<file path="src/rtl/core/chts_pkg.sv">
// Shared types and codes for the chained hash card set table.
// No dependencies; imported by every module of the block except chts_ram.
`timescale 1ns / 1ps

package chts_pkg;

	// command codes
	localparam logic [2:0] CMD_ADD    = 3'd0;
	localparam logic [2:0] CMD_TEST   = 3'd1;
	localparam logic [2:0] CMD_DELETE = 3'd2;
	localparam logic [2:0] CMD_READ   = 3'd3;
	localparam logic [2:0] CMD_CLEAR  = 3'd4;

	// result status codes
	localparam logic [2:0] STS_ADDED   = 3'd0;
	localparam logic [2:0] STS_PRESENT = 3'd1;
	localparam logic [2:0] STS_FULL    = 3'd2;
	localparam logic [2:0] STS_HIT     = 3'd3;
	localparam logic [2:0] STS_MISS    = 3'd4;
	localparam logic [2:0] STS_NOROOM  = 3'd5;

	// controller to datapath
	typedef struct packed {
		logic       latch;
		logic       sweep;
		logic       reset_regs;
		logic       head_load;
		logic       walk_read;
		logic       walk_cmp;
		logic       free_read;
		logic       alloc_free;
		logic       alloc_bump;
		logic       create;
		logic       slot_clr;
		logic       slot_read;
		logic       slot_next;
		logic       slot_store;
		logic       init_slot;
		logic       del_count;
		logic       unlink;
		logic       free_push;
		logic       emit;
		logic       emit_read;
		logic       emit_last;
		logic [2:0] emit_code;
	} ctrl_cmd_t;

	// datapath to controller
	typedef struct packed {
		logic [2:0] cmd;
		logic       walk_end;
		logic       match;
		logic       free_avail;
		logic       bump_avail;
		logic       slot_valid;
		logic       slot_match;
		logic       slot_last;
		logic       sweep_done;
		logic       out_free;
	} dp_status_t;

endpackage

</file>
<file path="src/rtl/core/chts_ctrl.sv">
// Controller state machine: sequences walks, allocation, slot scans and results.
// Depends on chts_pkg.
`timescale 1ns / 1ps

module chts_ctrl
	import chts_pkg::*;
(
	input  logic       clk,
	input  logic       arst_n,
	input  logic       in_valid,
	output logic       in_stall,
	input  dp_status_t st,
	output ctrl_cmd_t  ctl
);

	localparam logic [3:0] S_INIT      = 4'd0;
	localparam logic [3:0] S_IDLE      = 4'd1;
	localparam logic [3:0] S_HEAD      = 4'd2;
	localparam logic [3:0] S_WALK      = 4'd3;
	localparam logic [3:0] S_CMP       = 4'd4;
	localparam logic [3:0] S_DISP      = 4'd5;
	localparam logic [3:0] S_FREE_TAKE = 4'd6;
	localparam logic [3:0] S_CREATE    = 4'd7;
	localparam logic [3:0] S_INIT_SLOT = 4'd8;
	localparam logic [3:0] S_SLOT_RD   = 4'd9;
	localparam logic [3:0] S_SLOT_CHK  = 4'd10;
	localparam logic [3:0] S_UNLINK    = 4'd11;
	localparam logic [3:0] S_PUSH      = 4'd12;
	localparam logic [3:0] S_EMIT      = 4'd13;
	localparam logic [3:0] S_CLR       = 4'd14;

	logic [3:0] state_q, state_d;
	logic       found_q, found_d;
	logic [2:0] code_q, code_d;

	assign in_stall = state_q != S_IDLE;

	always_comb begin
		state_d = state_q;
		found_d = found_q;
		code_d  = code_q;
		ctl     = '0;
		unique case (state_q)
			S_INIT: begin
				ctl.sweep = 1'b1;
				if (st.sweep_done) begin
					state_d = S_IDLE;
				end
			end
			S_IDLE: begin
				if (in_valid) begin
					ctl.latch = 1'b1;
					state_d   = S_HEAD;
				end
			end
			S_HEAD: begin
				if (st.cmd == CMD_CLEAR) begin
					state_d = S_CLR;
				end else if (st.cmd > CMD_CLEAR) begin
					code_d  = STS_MISS;
					state_d = S_EMIT;
				end else begin
					ctl.head_load = 1'b1;
					state_d       = S_WALK;
				end
			end
			S_WALK: begin
				if (st.walk_end) begin
					found_d = 1'b0;
					state_d = S_DISP;
				end else begin
					ctl.walk_read = 1'b1;
					state_d       = S_CMP;
				end
			end
			S_CMP: begin
				ctl.walk_cmp = 1'b1;
				if (st.match) begin
					found_d = 1'b1;
					state_d = S_DISP;
				end else begin
					state_d = S_WALK;
				end
			end
			S_DISP: begin
				ctl.slot_clr = 1'b1;
				if (found_q) begin
					state_d = (st.cmd == CMD_DELETE) ? S_UNLINK : S_SLOT_RD;
				end else if (st.cmd != CMD_ADD) begin
					code_d  = STS_MISS;
					state_d = S_EMIT;
				end else if (st.free_avail) begin
					ctl.free_read = 1'b1;
					state_d       = S_FREE_TAKE;
				end else if (st.bump_avail) begin
					ctl.alloc_bump = 1'b1;
					state_d        = S_CREATE;
				end else begin
					code_d  = STS_NOROOM;
					state_d = S_EMIT;
				end
			end
			S_FREE_TAKE: begin
				ctl.alloc_free = 1'b1;
				state_d        = S_CREATE;
			end
			S_CREATE: begin
				ctl.create = 1'b1;
				state_d    = S_INIT_SLOT;
			end
			S_INIT_SLOT: begin
				// slot 0 takes the card, the rest are cleared
				ctl.init_slot = 1'b1;
				if (st.slot_last) begin
					code_d  = STS_ADDED;
					state_d = S_EMIT;
				end
			end
			S_SLOT_RD: begin
				ctl.slot_read = 1'b1;
				state_d       = S_SLOT_CHK;
			end
			S_SLOT_CHK: begin
				priority case (st.cmd)
					CMD_ADD: begin
						if (!st.slot_valid) begin
							ctl.slot_store = 1'b1;
							code_d         = STS_ADDED;
							state_d        = S_EMIT;
						end else if (st.slot_match) begin
							code_d  = STS_PRESENT;
							state_d = S_EMIT;
						end else if (st.slot_last) begin
							code_d  = STS_FULL;
							state_d = S_EMIT;
						end else begin
							ctl.slot_next = 1'b1;
							state_d       = S_SLOT_RD;
						end
					end
					CMD_TEST: begin
						if (st.slot_valid && st.slot_match) begin
							code_d  = STS_HIT;
							state_d = S_EMIT;
						end else if (st.slot_last) begin
							code_d  = STS_MISS;
							state_d = S_EMIT;
						end else begin
							ctl.slot_next = 1'b1;
							state_d       = S_SLOT_RD;
						end
					end
					CMD_DELETE: begin
						ctl.del_count = 1'b1;
						if (st.slot_last) begin
							state_d = S_PUSH;
						end else begin
							ctl.slot_next = 1'b1;
							state_d       = S_SLOT_RD;
						end
					end
					default: begin
						// read cards: one result per slot
						if (st.out_free) begin
							ctl.emit      = 1'b1;
							ctl.emit_read = 1'b1;
							ctl.emit_last = st.slot_last;
							ctl.emit_code = STS_HIT;
							if (st.slot_last) begin
								state_d = S_IDLE;
							end else begin
								ctl.slot_next = 1'b1;
								state_d       = S_SLOT_RD;
							end
						end
					end
				endcase
			end
			S_UNLINK: begin
				ctl.unlink = 1'b1;
				state_d    = S_SLOT_RD;
			end
			S_PUSH: begin
				ctl.free_push = 1'b1;
				code_d        = STS_HIT;
				state_d       = S_EMIT;
			end
			S_EMIT: begin
				if (st.out_free) begin
					ctl.emit      = 1'b1;
					ctl.emit_last = 1'b1;
					ctl.emit_code = code_q;
					state_d       = S_IDLE;
				end
			end
			S_CLR: begin
				ctl.sweep = 1'b1;
				if (st.sweep_done) begin
					ctl.reset_regs = 1'b1;
					code_d         = STS_ADDED;
					state_d        = S_EMIT;
				end
			end
			default: begin
				state_d = S_IDLE;
			end
		endcase
	end

	always_ff @(posedge clk or negedge arst_n) begin
		if (!arst_n) begin
			state_q <= S_INIT;
			found_q <= 1'b0;
			code_q  <= STS_ADDED;
		end else begin
			state_q <= state_d;
			found_q <= found_d;
			code_q  <= code_d;
		end
	end

endmodule

</file>
<file path="config.mk">
export PLATFORM = sky130hd
export DESIGN_NAME = chts_ctrl
export DESIGN_NICKNAME = d
export VERILOG_FILES = /design/src/rtl/core/chts_pkg.sv /design/src/rtl/core/chts_ctrl.sv
export SDC_FILE = /design/constraint.sdc
export NUM_CORES = 1
export LEC_CHECK = 0
export ABC_AREA = 1
export BUFFER_PORTS_ARGS = -buffer_cell sky130_fd_sc_hd__buf_2
export CAP_MARGIN = 25
export CORE_AREA = 3 3 57 59
export CTS_BUF_LIST = sky130_fd_sc_hd__clkbuf_8
export DETAILED_ROUTE_END_ITERATION = 16
export DIE_AREA = 0 0 60 62
export GPL_TIMING_DRIVEN = 0
export HOLD_SLACK_MARGIN = 0.03
export SYNTH_ARGS = -nofsm -noshare
export SYNTH_HDL_FRONTEND = slang
export SYNTH_SLANG_ARGS = --single-unit
</file>
<file path="constraint.sdc">
create_clock -name clk -period 1.7 [get_ports clk]
set_input_delay 0.085 -clock clk [delete_from_list [all_inputs] [get_ports clk]]
set_output_delay 0.085 -clock clk [all_outputs]
set_load 0.05 [all_outputs]
</file>
-- After elaboration in Yosys (flattened, before gate mapping)
Index checks and enable logic that the tools add are counted.
- flip-flop bits (word level): 8
- input bits: 15
- output and inout bits: 25
- logic and storage cells: 135
- order comparisons: 1
- equality and inequality tests: 34
- mux-type cells: 86
- reduce and logical (&&, ||, !) cells: 11
- operators with widths (cell ; number):
    case mux 4 bit (15 select lines) ; 1
    two-way mux 3 bit ; 19
    two-way mux 4 bit ; 14
    two-way mux 1 bit ; 41
    == test 4 bit (second input constant) ; 7
    != test 2 bit (second input constant) ; 10
    case mux 3 bit (6 select lines) ; 1
    == test 4 x 3 -> 1 bit (second input constant) ; 4
    two-way mux 6 bit ; 2
    case mux 4 bit (3 select lines) ; 1
    AND reduction 11 bit ; 1
    == test 4 x 2 -> 1 bit (second input constant) ; 2
    case mux 4 bit (2 select lines) ; 1
    != test 3 bit (second input constant) ; 2
    case mux 3 bit (2 select lines) ; 1
    AND reduction 6 bit ; 1
    nonzero test 6 bit ; 1
    != test 5 x 3 -> 1 bit (second input constant) ; 1
    != test 5 bit (second input constant) ; 1
    == test 4 x 1 -> 1 bit (second input constant) ; 1
    zero test 4 bit ; 1
    two-way mux 2 bit ; 2
    != test 4 x 1 -> 1 bit (second input constant) ; 1
    != test 4 bit (second input constant) ; 1
    14 further kinds ; 15

-- Logic depth before layout (Yosys ltp)
Gate-level depths: netlist (run 1).
- word-level depth: 5
- mapped depth: 11
- gate-level depth less buffers: 11

-- Least setup slack after synthesis (run 1)
No wires, ideal clock.
- path type: reg-to-output
- start point: register state_q[3]
- end point: output port ctl[15] in the netlist's numbering
- arrival: 2608 ps
- required time: 1615 ps
- setup slack: -993 ps
- cell stages (with the launch flop): 7
- path buffers: 1
- path through: dfrtp_1 > buf_2 > inv_1 > nand2_1 > nor2_4 > nand2_1 > nor4_1
- RTL lines (element ; line ; RTL):
    start: declaration ; chts_ctrl.sv:32 ; logic [3:0] state_q, state_d;
    start signal: assignment ; chts_ctrl.sv:216 ; state_q <= state_d;
    end: declaration ; chts_ctrl.sv:13 ; output ctrl_cmd_t ctl

==> metrics.md, run 1 <==
| Metric | Value |
|---|---|
| Post-route DRC violation count | 0 |
| CTS max path bufs | 2 |
| Gate Count Post-Synth | 209 |
| Slew Viols, Final | 0 |
| VDD IR-drop max | 1140 uV |
| Placed Area | 1400 um^2 |
| Die Width | 60 um |
| IO buf count | 38 |
| Cell Rows | 19 |
| Status | finished, final reports clean |
| CTS root buf | clkbuf_8 |
| Min Tclk post-route | 1.65 ns |
| Synth top area share | 0.252 |
| Critical Path Source | state_q[0] |
| Achievable frequency | 606 MHz |
| Yosys warning count | 0 |
| Seq/Total Area, Yosys | 0.184 |
| Clk sinks | 8 |
| Worst flop-to-flop path startpoint | state_q[3] |
| WP data arrival | 1.56 ns |
| Max_cap viols | 0 |
| Synth area leaders | nand2_1 25%, dfrtp_1 18%, nor2_1 11% |
| GPL Wtd Cong | slightly below 0.9 |
| Crit. End Element | output pin |
| Global route overflow | 0 |
| Synth Net Count | 224 |
| Startpoint types | flop |
| Hpwl dp | 2.76 mm |
| Worst-path clk slew | 0.04 ns |
| Core Region | 2760 um^2 |
| Worst Clk Skew | 0.00169 ns |
| Initial Utilization | 0.394 |
| DR vias | 1379 |
| Post-Syn Area | between 1000 and 1500 um^2 |
| Design area | 1550 um^2 |
| Ant. Diodes | 0 |
| WL/cell | between 10 and 15 um |
| R2R Setup Slk | 0.18 ns |
| Via/cell ratio | 4.77 |
| Commonest non-fill, non-tap cell in the layout | nand2_1 |
| Cell variety after synth | 22 |
| Tcrit/Tclk final | 0.970 |
| CTS buffer count | 3 |
| CTS tree | yes |
| Post-synth top area cell | nand2_1 |
| Number of global-route vias before repair | 1185 |
| Die area | about 3700 um^2 |
| Crit path max fanout | 7 |
| Final setup viols | 0 |
| Hold Violations, Final | 0 |
| Post-layout nets | 275 |
| Worst endpoint required time | 1.62 ns |
| Worst-skew pair later-pin latency | ~0.22 ns |
| Slew HR | 0.659 |
| Worst R2R End | state_q[3] |
| Unrepaired setup endpoints after global routing | true |
| GRT Util Overall | 0.187 |
| Filler instances | 316 |
| R2r worst-path depth | 9 |
| Routed WL | around 3.3 mm |
| Setup TNS | 0 ns |
| Register area | 203 um^2 |
| First-pass GRT wire length | 5.20 mm |
| H-tree Lvls | 1 |
| Commonest non-fill, non-tap cells in the layout | 68 x nand2_1, 32 x buf_2, 29 x nor2_1 |
| Hold Crit Class | in2reg |
| Mean post-synth cell area | 5.20 um^2 |
| Layout cells sized above 1 | 0.357 |
| Synth Register Bits | 8 |
| Critical setup path kind | reg2out |
| Remaining antenna violation count | 0 |
| Pwr dens | 1540 nW/um^2 |
| Worst slew pin tran | 0.512 ns |
| Leakage | just over 0.9 nW |
| Pin count of the biggest net entering global routing | 9 |
| Initial antenna violation count | 0 |
| Starting DRT DRC Count | between 40 and 50 |
| DR pass1 iterations | 4 |
| Setup crit end | ctl[3] |
| I/O pin total | 40 |
| Area Growth Syn to Fin | 42.5% |
| Die Ht | 62 um |
| Area occupied by multi-input gates | 830 um^2 |
-- where the power goes --
part | switching, mW | leakage [nW] | total [mW] | internal [mW]
sequential | 0.0901 | 0.0990 | 0.383 | 0.293
combinational | 1.24 | 0.796 | 1.78 | 0.541
clock | 0.0672 | 0.0216 | 0.220 | 0.153
-- sequential cells by signal (all words and copies together) (netlist names) --
name,cells
state_q,4
code_q,3
found_q,1
-- synthesized netlist by cell type, drive strengths merged --
| master | n |
|---|---|
| nand2 | 81 |
| nor2 | 41 |
| inv | 34 |
| nand3 | 23 |
| dfrtp | 8 |
| o21ai | 7 |
| nor3 | 4 |
| a21oi | 3 |
| buf | 3 |
| nor4 | 2 |
| nand4 | 1 |
| o21bai | 1 |
| o22ai | 1 |
-- worst min path at each step --
stage,start,end,cells past startpoint
3_5_place_dp,arst_n,code_q[0],1
5_1_grt,st[7],found_q,3
2_1_floorplan,arst_n,code_q[0],0
4_1_cts,st[7],found_q,3
3_3_place_gp,arst_n,code_q[0],1
6_report,st[7],found_q,3
-- what timing repair did --
item | in CTS | in global routing
pin swaps | 2 | 2
buffers inserted | 1 | 6
endpoints found under the setup margin | 7 | 10
gates resized for setup | 12 | 7
hold buffers | 1 | 0
endpoints found under the hold margin | 8 | 0
-- metal layers --
layer,routed length [um],global-route usage,part of all wire,up-vias
met5,0,0,0,-
met4,31,0.0665,0.0093,0
met3,143,0.00620,0.043,4
met2,1570,0.306,0.47,36
met1,1600,0.263,0.48,596
li1,-,-,-,743
-- metrics by stage --
step	setup WS [ns]	hold WS, ns	instances	utilization	power [mW]
floorplan	-0.180	-0.211	209	-	1.64
detailed placement	0.0595	-0.0639	278	0.506	2.02
global placement	0.0569	-0.0641	278	0.506	2.02
finish	0.0505	0.142	289	0.562	2.38
CTS	-0.0548	0.133	283	0.538	2.29
global route	-0.0293	0.158	289	0.562	2.60
-- cells by family after synthesis --
kind of cell / after synthesis / share of synthesized area
flip-flops: 8 / 0.184
buffers and inverters: 37 / 0.139
AO/OA/AOI/OAI: 12 / 0.0587
AND/OR/NAND/NOR: 152 / 0.618
-- worst max-delay path, cell delays in order, from the launching register on --
cell     delay, ns
dfrtp_2       0.45
nor2_4        0.19
nand2_4       0.12
nor3_4        0.16
inv_2         0.11
o22ai_4       0.13
buf_6         0.18
-- cell type report --
class,count,share of cell area
timing repair buffer,46,0.183
clock buffer,3,0.0267
multi-input combinational,164,0.536
sequential,8,0.131
inverter,34,0.0824
buffer,3,0.0170
tap,31,0.0250
No activity file was read; power rests on OpenSTA's default activity.
==> run 2: changes to the inputs <==
- ABC_AREA: 1 -> 0
- PLACE_DENSITY_LB_ADDON: default -> 0.2
- SLEW_MARGIN: default -> 15
==> metrics.md, run 2 <==
| Metric | Value |
|---|---|
| Status | complete, but fails checks (was finished, final reports clean) |
| Violated checks | negative setup slack |
| Clock power share | 0.069 (was 0.092) |
| Clk sinks | 8 (unchanged) |
| Cell variety after synth | 50 (was 22) |
| Most flop-heavy register | state_q (unchanged) |
| Die area | 3720 um^2 (unchanged) |
| Worst endpoint required time | 1.80 ns (was 1.62 ns) |
| Count leader, synth | nor2_1 (was nand2_1) |
| P_int | 1.56 mW (was 0.987 mW) |
| Synth area leaders | dfrtp_1 18%, nor2_1 7.4%, nand2_1 6.1% (was nand2_1 25%, dfrtp_1 18%, nor2_1 11%) |
| Routed WL | 4.36 mm (was 3.34 mm) |
| Pin count of the biggest net entering global routing | 11 (was 9) |
| Worst Clk Skew | 0.00201 ns (was 0.00169 ns) |
| GPL Wtd Cong | 0.868 (was 0.889) |
| Leakage | 0.830 nW (was 0.917 nW) |
| WP data arrival | 1.96 ns (was 1.56 ns) |
| Worst setup margin | -0.161 ns (was 0.0505 ns) |
| Unrepaired setup endpoints after global routing | true (unchanged) |
| Synth Flop Type | dfrtp_1 (unchanged) |
| CTS tree | yes (unchanged) |
| Hold Violations, Final | 0 (unchanged) |
| CTS root buf | clkbuf_8 (unchanged) |
| First-pass GRT wire length | 6.35 mm (was 5.20 mm) |
| Crit. End Element | flop (was output pin) |
| Initial Utilization | 0.404 (was 0.394) |
| GRT Util Overall | 0.223 (was 0.187) |
| Fin util | 0.667 (was 0.562) |
| Remaining antenna violation count | 0 (unchanged) |
| Area occupied by multi-input gates | 996 um^2 (was 830 um^2) |
| Post-Syn Area | 1110 um^2 (was 1090 um^2) |
| Pwr Total | 3.29 mW (was 2.38 mW) |
| VDD IR-drop max | 1240 uV (was 1140 uV) |
| WL/cell | 18.0 um (was 11.6 um) |
| Critical setup path kind | reg2reg (was reg2out) |
| Worst path cell trace | buf_6, or4b_4, o32a_1, o311a_4, o21a_1, o22a_1 (was nor2_4, nand2_4, nor3_4, inv_2, o22ai_4, buf_6) |
| Number of global-route vias before repair | 1304 (was 1185) |
| Final setup viols | 10 (was 0) |
| R2r worst-path depth | 6 (was 9) |
| Area Growth Syn to Fin | 64.9% (was 42.5%) |
| Seq pwr share | 0.122 (was 0.161) |
| Filler instances | 215 (was 316) |
| Hold Crit Class | in2reg (unchanged) |
| FFs w/ async S/R, synth | 1.00 (unchanged) |
| Post-route DRC violation count | 0 (unchanged) |
| CP max stage delay | 0.51 ns (was 0.45 ns) |
| Die Width | 60 um (unchanged) |
| Commonest non-fill, non-tap cells in the layout | 24 x buf_2, 18 x buf_6, 17 x buf_4 (was 68 x nand2_1, 32 x buf_2, 29 x nor2_1) |
| Slowest CP cell | or4b_4 (was dfrtp_2) |
| Cell Rows | 19 (unchanged) |
| I/O pin total | 40 (unchanged) |
| Starting DRT DRC Count | 93 (was 43) |
| Placed Area | 1420 um^2 (was 1400 um^2) |
| Global route overflow | 0 (unchanged) |
| Design area | 1840 um^2 (was 1550 um^2) |
| NetSw | 1.73 mW (was 1.39 mW) |
| DR pass1 iterations | 4 (unchanged) |
| Crit path max fanout | 5 (was 7) |
| Worst flop-to-flop path startpoint | state_q[2] (was state_q[3]) |
| Max_cap viols | 0 (unchanged) |
| Sw frac | 0.526 (was 0.585) |
| Ant. Diodes | 0 (unchanged) |
| Slew Viols, Final | 0 (unchanged) |
| Startpoint types | flop (unchanged) |
| Worst-path clk slew | 0.04 ns (about the same) |
| Comb pwr share | 0.810 (was 0.747) |
| Gate Count Post-Synth | 155 (was 209) |
| Hold Crit Endpoint | found_q (unchanged) |
| Synth top area share | 0.180 (was 0.252) |
| Number of flops mapped to enable cells by yosys | 0 (unchanged) |
| Biggest regs | state_q x4, code_q x3, found_q x1 (unchanged) |
| Pwr dens | 1790 nW/um^2 (was 1540 nW/um^2) |
| Tcrit/Tclk final | 1.09 (was 0.970) |
| Yosys warning count | 0 (unchanged) |
| Hpwl dp | 2.94 mm (was 2.76 mm) |
| Hold_ws | 0.139 ns (was 0.142 ns) |
| Mean post-synth cell area | 7.19 um^2 (was 5.20 um^2) |
| Largest register FFs | 4 (unchanged) |
| Worst slew pin tran | 0.512 ns (about the same) |
| WHS Path Cells | 2 (was 3) |
| Synth Register Bits | 8 (unchanged) |
| Synth Net Count | 170 (was 224) |
| Worst R2R End | state_q[1] (was state_q[3]) |
| CTS buffer count | 3 (unchanged) |
| Min Tclk post-route | 1.86 ns (was 1.65 ns) |
| Post-synth top area cell | dfrtp_1 (was nand2_1) |
| Achievable frequency | 537 MHz (was 606 MHz) |
| DR vias | 1510 (was 1379) |
| IO buf count | 38 (unchanged) |
| Place WS | -0.278 ns (was 0.0595 ns) |
| Slew HR | 0.658 (was 0.659) |
| CTS max path bufs | 2 (unchanged) |
| Die Ht | 62 um (unchanged) |
| Commonest non-fill, non-tap cell in the layout | buf_2 (was nand2_1) |
| Seq/Total Area, Yosys | 0.180 (was 0.184) |
| Via/cell ratio | 6.24 (was 4.77) |
| H-tree Lvls | 1 (unchanged) |
| Commonest cells in the netlist | 22 x nor2_1, 18 x nand2_1, 9 x o21ai_0 (was 73 x nand2_1, 33 x nor2_1, 30 x inv_1) |
| Layout cells sized above 1 | 0.536 (was 0.357) |
| R2R Setup Slk | -0.16 ns (was 0.18 ns) |
| Initial antenna violation count | 0 (unchanged) |
| Register area | 204 um^2 (was 203 um^2) |
| Core Region | 2760 um^2 (unchanged) |
| Hold Startpoint | st[7] (unchanged) |
| Post-layout nets | 228 (was 275) |
| Critical Path Source | state_q[2] (was state_q[0]) |
| Worst-skew pair later-pin latency | 0.23 ns (was 0.22 ns) |
run 2: kinds of logic (layout without fill, tap and decap cells):
group / Yosys count / count (layout) / synth area share
AOI/OAI and AO/OA: 47 / 47 / 0.322
muxes: 4 / 4 / 0.0382
buffers and inverters: 19 / 75 / 0.0875
and+or+nand+nor: 76 / 76 / 0.365
xor gates and xnor gates: 1 / 1 / 0.00786
DFF: 8 / 8 / 0.180
run 2: worst max-delay path by stage:
stage          cells after the start  slack (ns)          to
2_1_floorplan                      6       -0.15   code_q[2]
3_3_place_gp                       5       -0.24  state_q[2]
3_5_place_dp                       6       -0.28   code_q[0]
4_1_cts                            6       -0.13  state_q[1]
5_1_grt                            6       -0.22   code_q[2]
6_report                           6       -0.16  state_q[1]
run 2: per-layer routing:
layer  routed length, um  track usage  vias up
li1                    -            -      702
met1                1850        0.323      721
met2                2180        0.355       79
met3                 276       0.0145        8
met4                  59       0.0696        0
met5                   0            0        -
run 2: critical path, delay by kind of cell (launching register included):
family,cells,cell delay (ns)
compound gates,4,0.67
simple gates,1,0.51
flops,1,0.42
buf+inv,1,0.14
run 2: power groups by stage:
| stage | logic, mW | registers, mW | clock network [mW] |
|---|---|---|---|
| 5_1_grt | 2.81 | 0.415 | 0.241 |
| 3_5_place_dp | 1.95 | 0.373 | 0 |
| 3_3_place_gp | 1.93 | 0.364 | 0 |
| 2_1_floorplan | 1.55 | 0.338 | 0 |
| 4_1_cts | 2.11 | 0.381 | 0.229 |
| 6_report | 2.66 | 0.400 | 0.226 |
run 2: metrics by stage:
step / setup TNS [ns] / cells
2_1_floorplan: -0.485 / 155
3_3_place_gp: -2.09 / 224
3_5_place_dp: -2.50 / 224
4_1_cts: -0.859 / 231
5_1_grt: -1.68 / 242
6_report: -0.929 / 242
run 2: final cells by class:
class                           count  share of cell area
Inverter                            6              0.0150
Buffer                             13              0.0660
Tap cell                           31              0.0211
Timing Repair Buffer               53               0.223
Sequential cell                     8               0.111
Multi-Input combinational cell    128               0.542
Clock buffer                        3              0.0225
run 2: timing repair:
action | 4_1_cts | 5_1_grt
gates cloned | 0 | 1
hold endpoints to repair | 8 | 0
pin swaps | 5 | 12
setup endpoints to repair | 23 | 25
hold buffers | 1 | 0
gates resized for setup | 35 | 48
setup buffers | 3 | 10
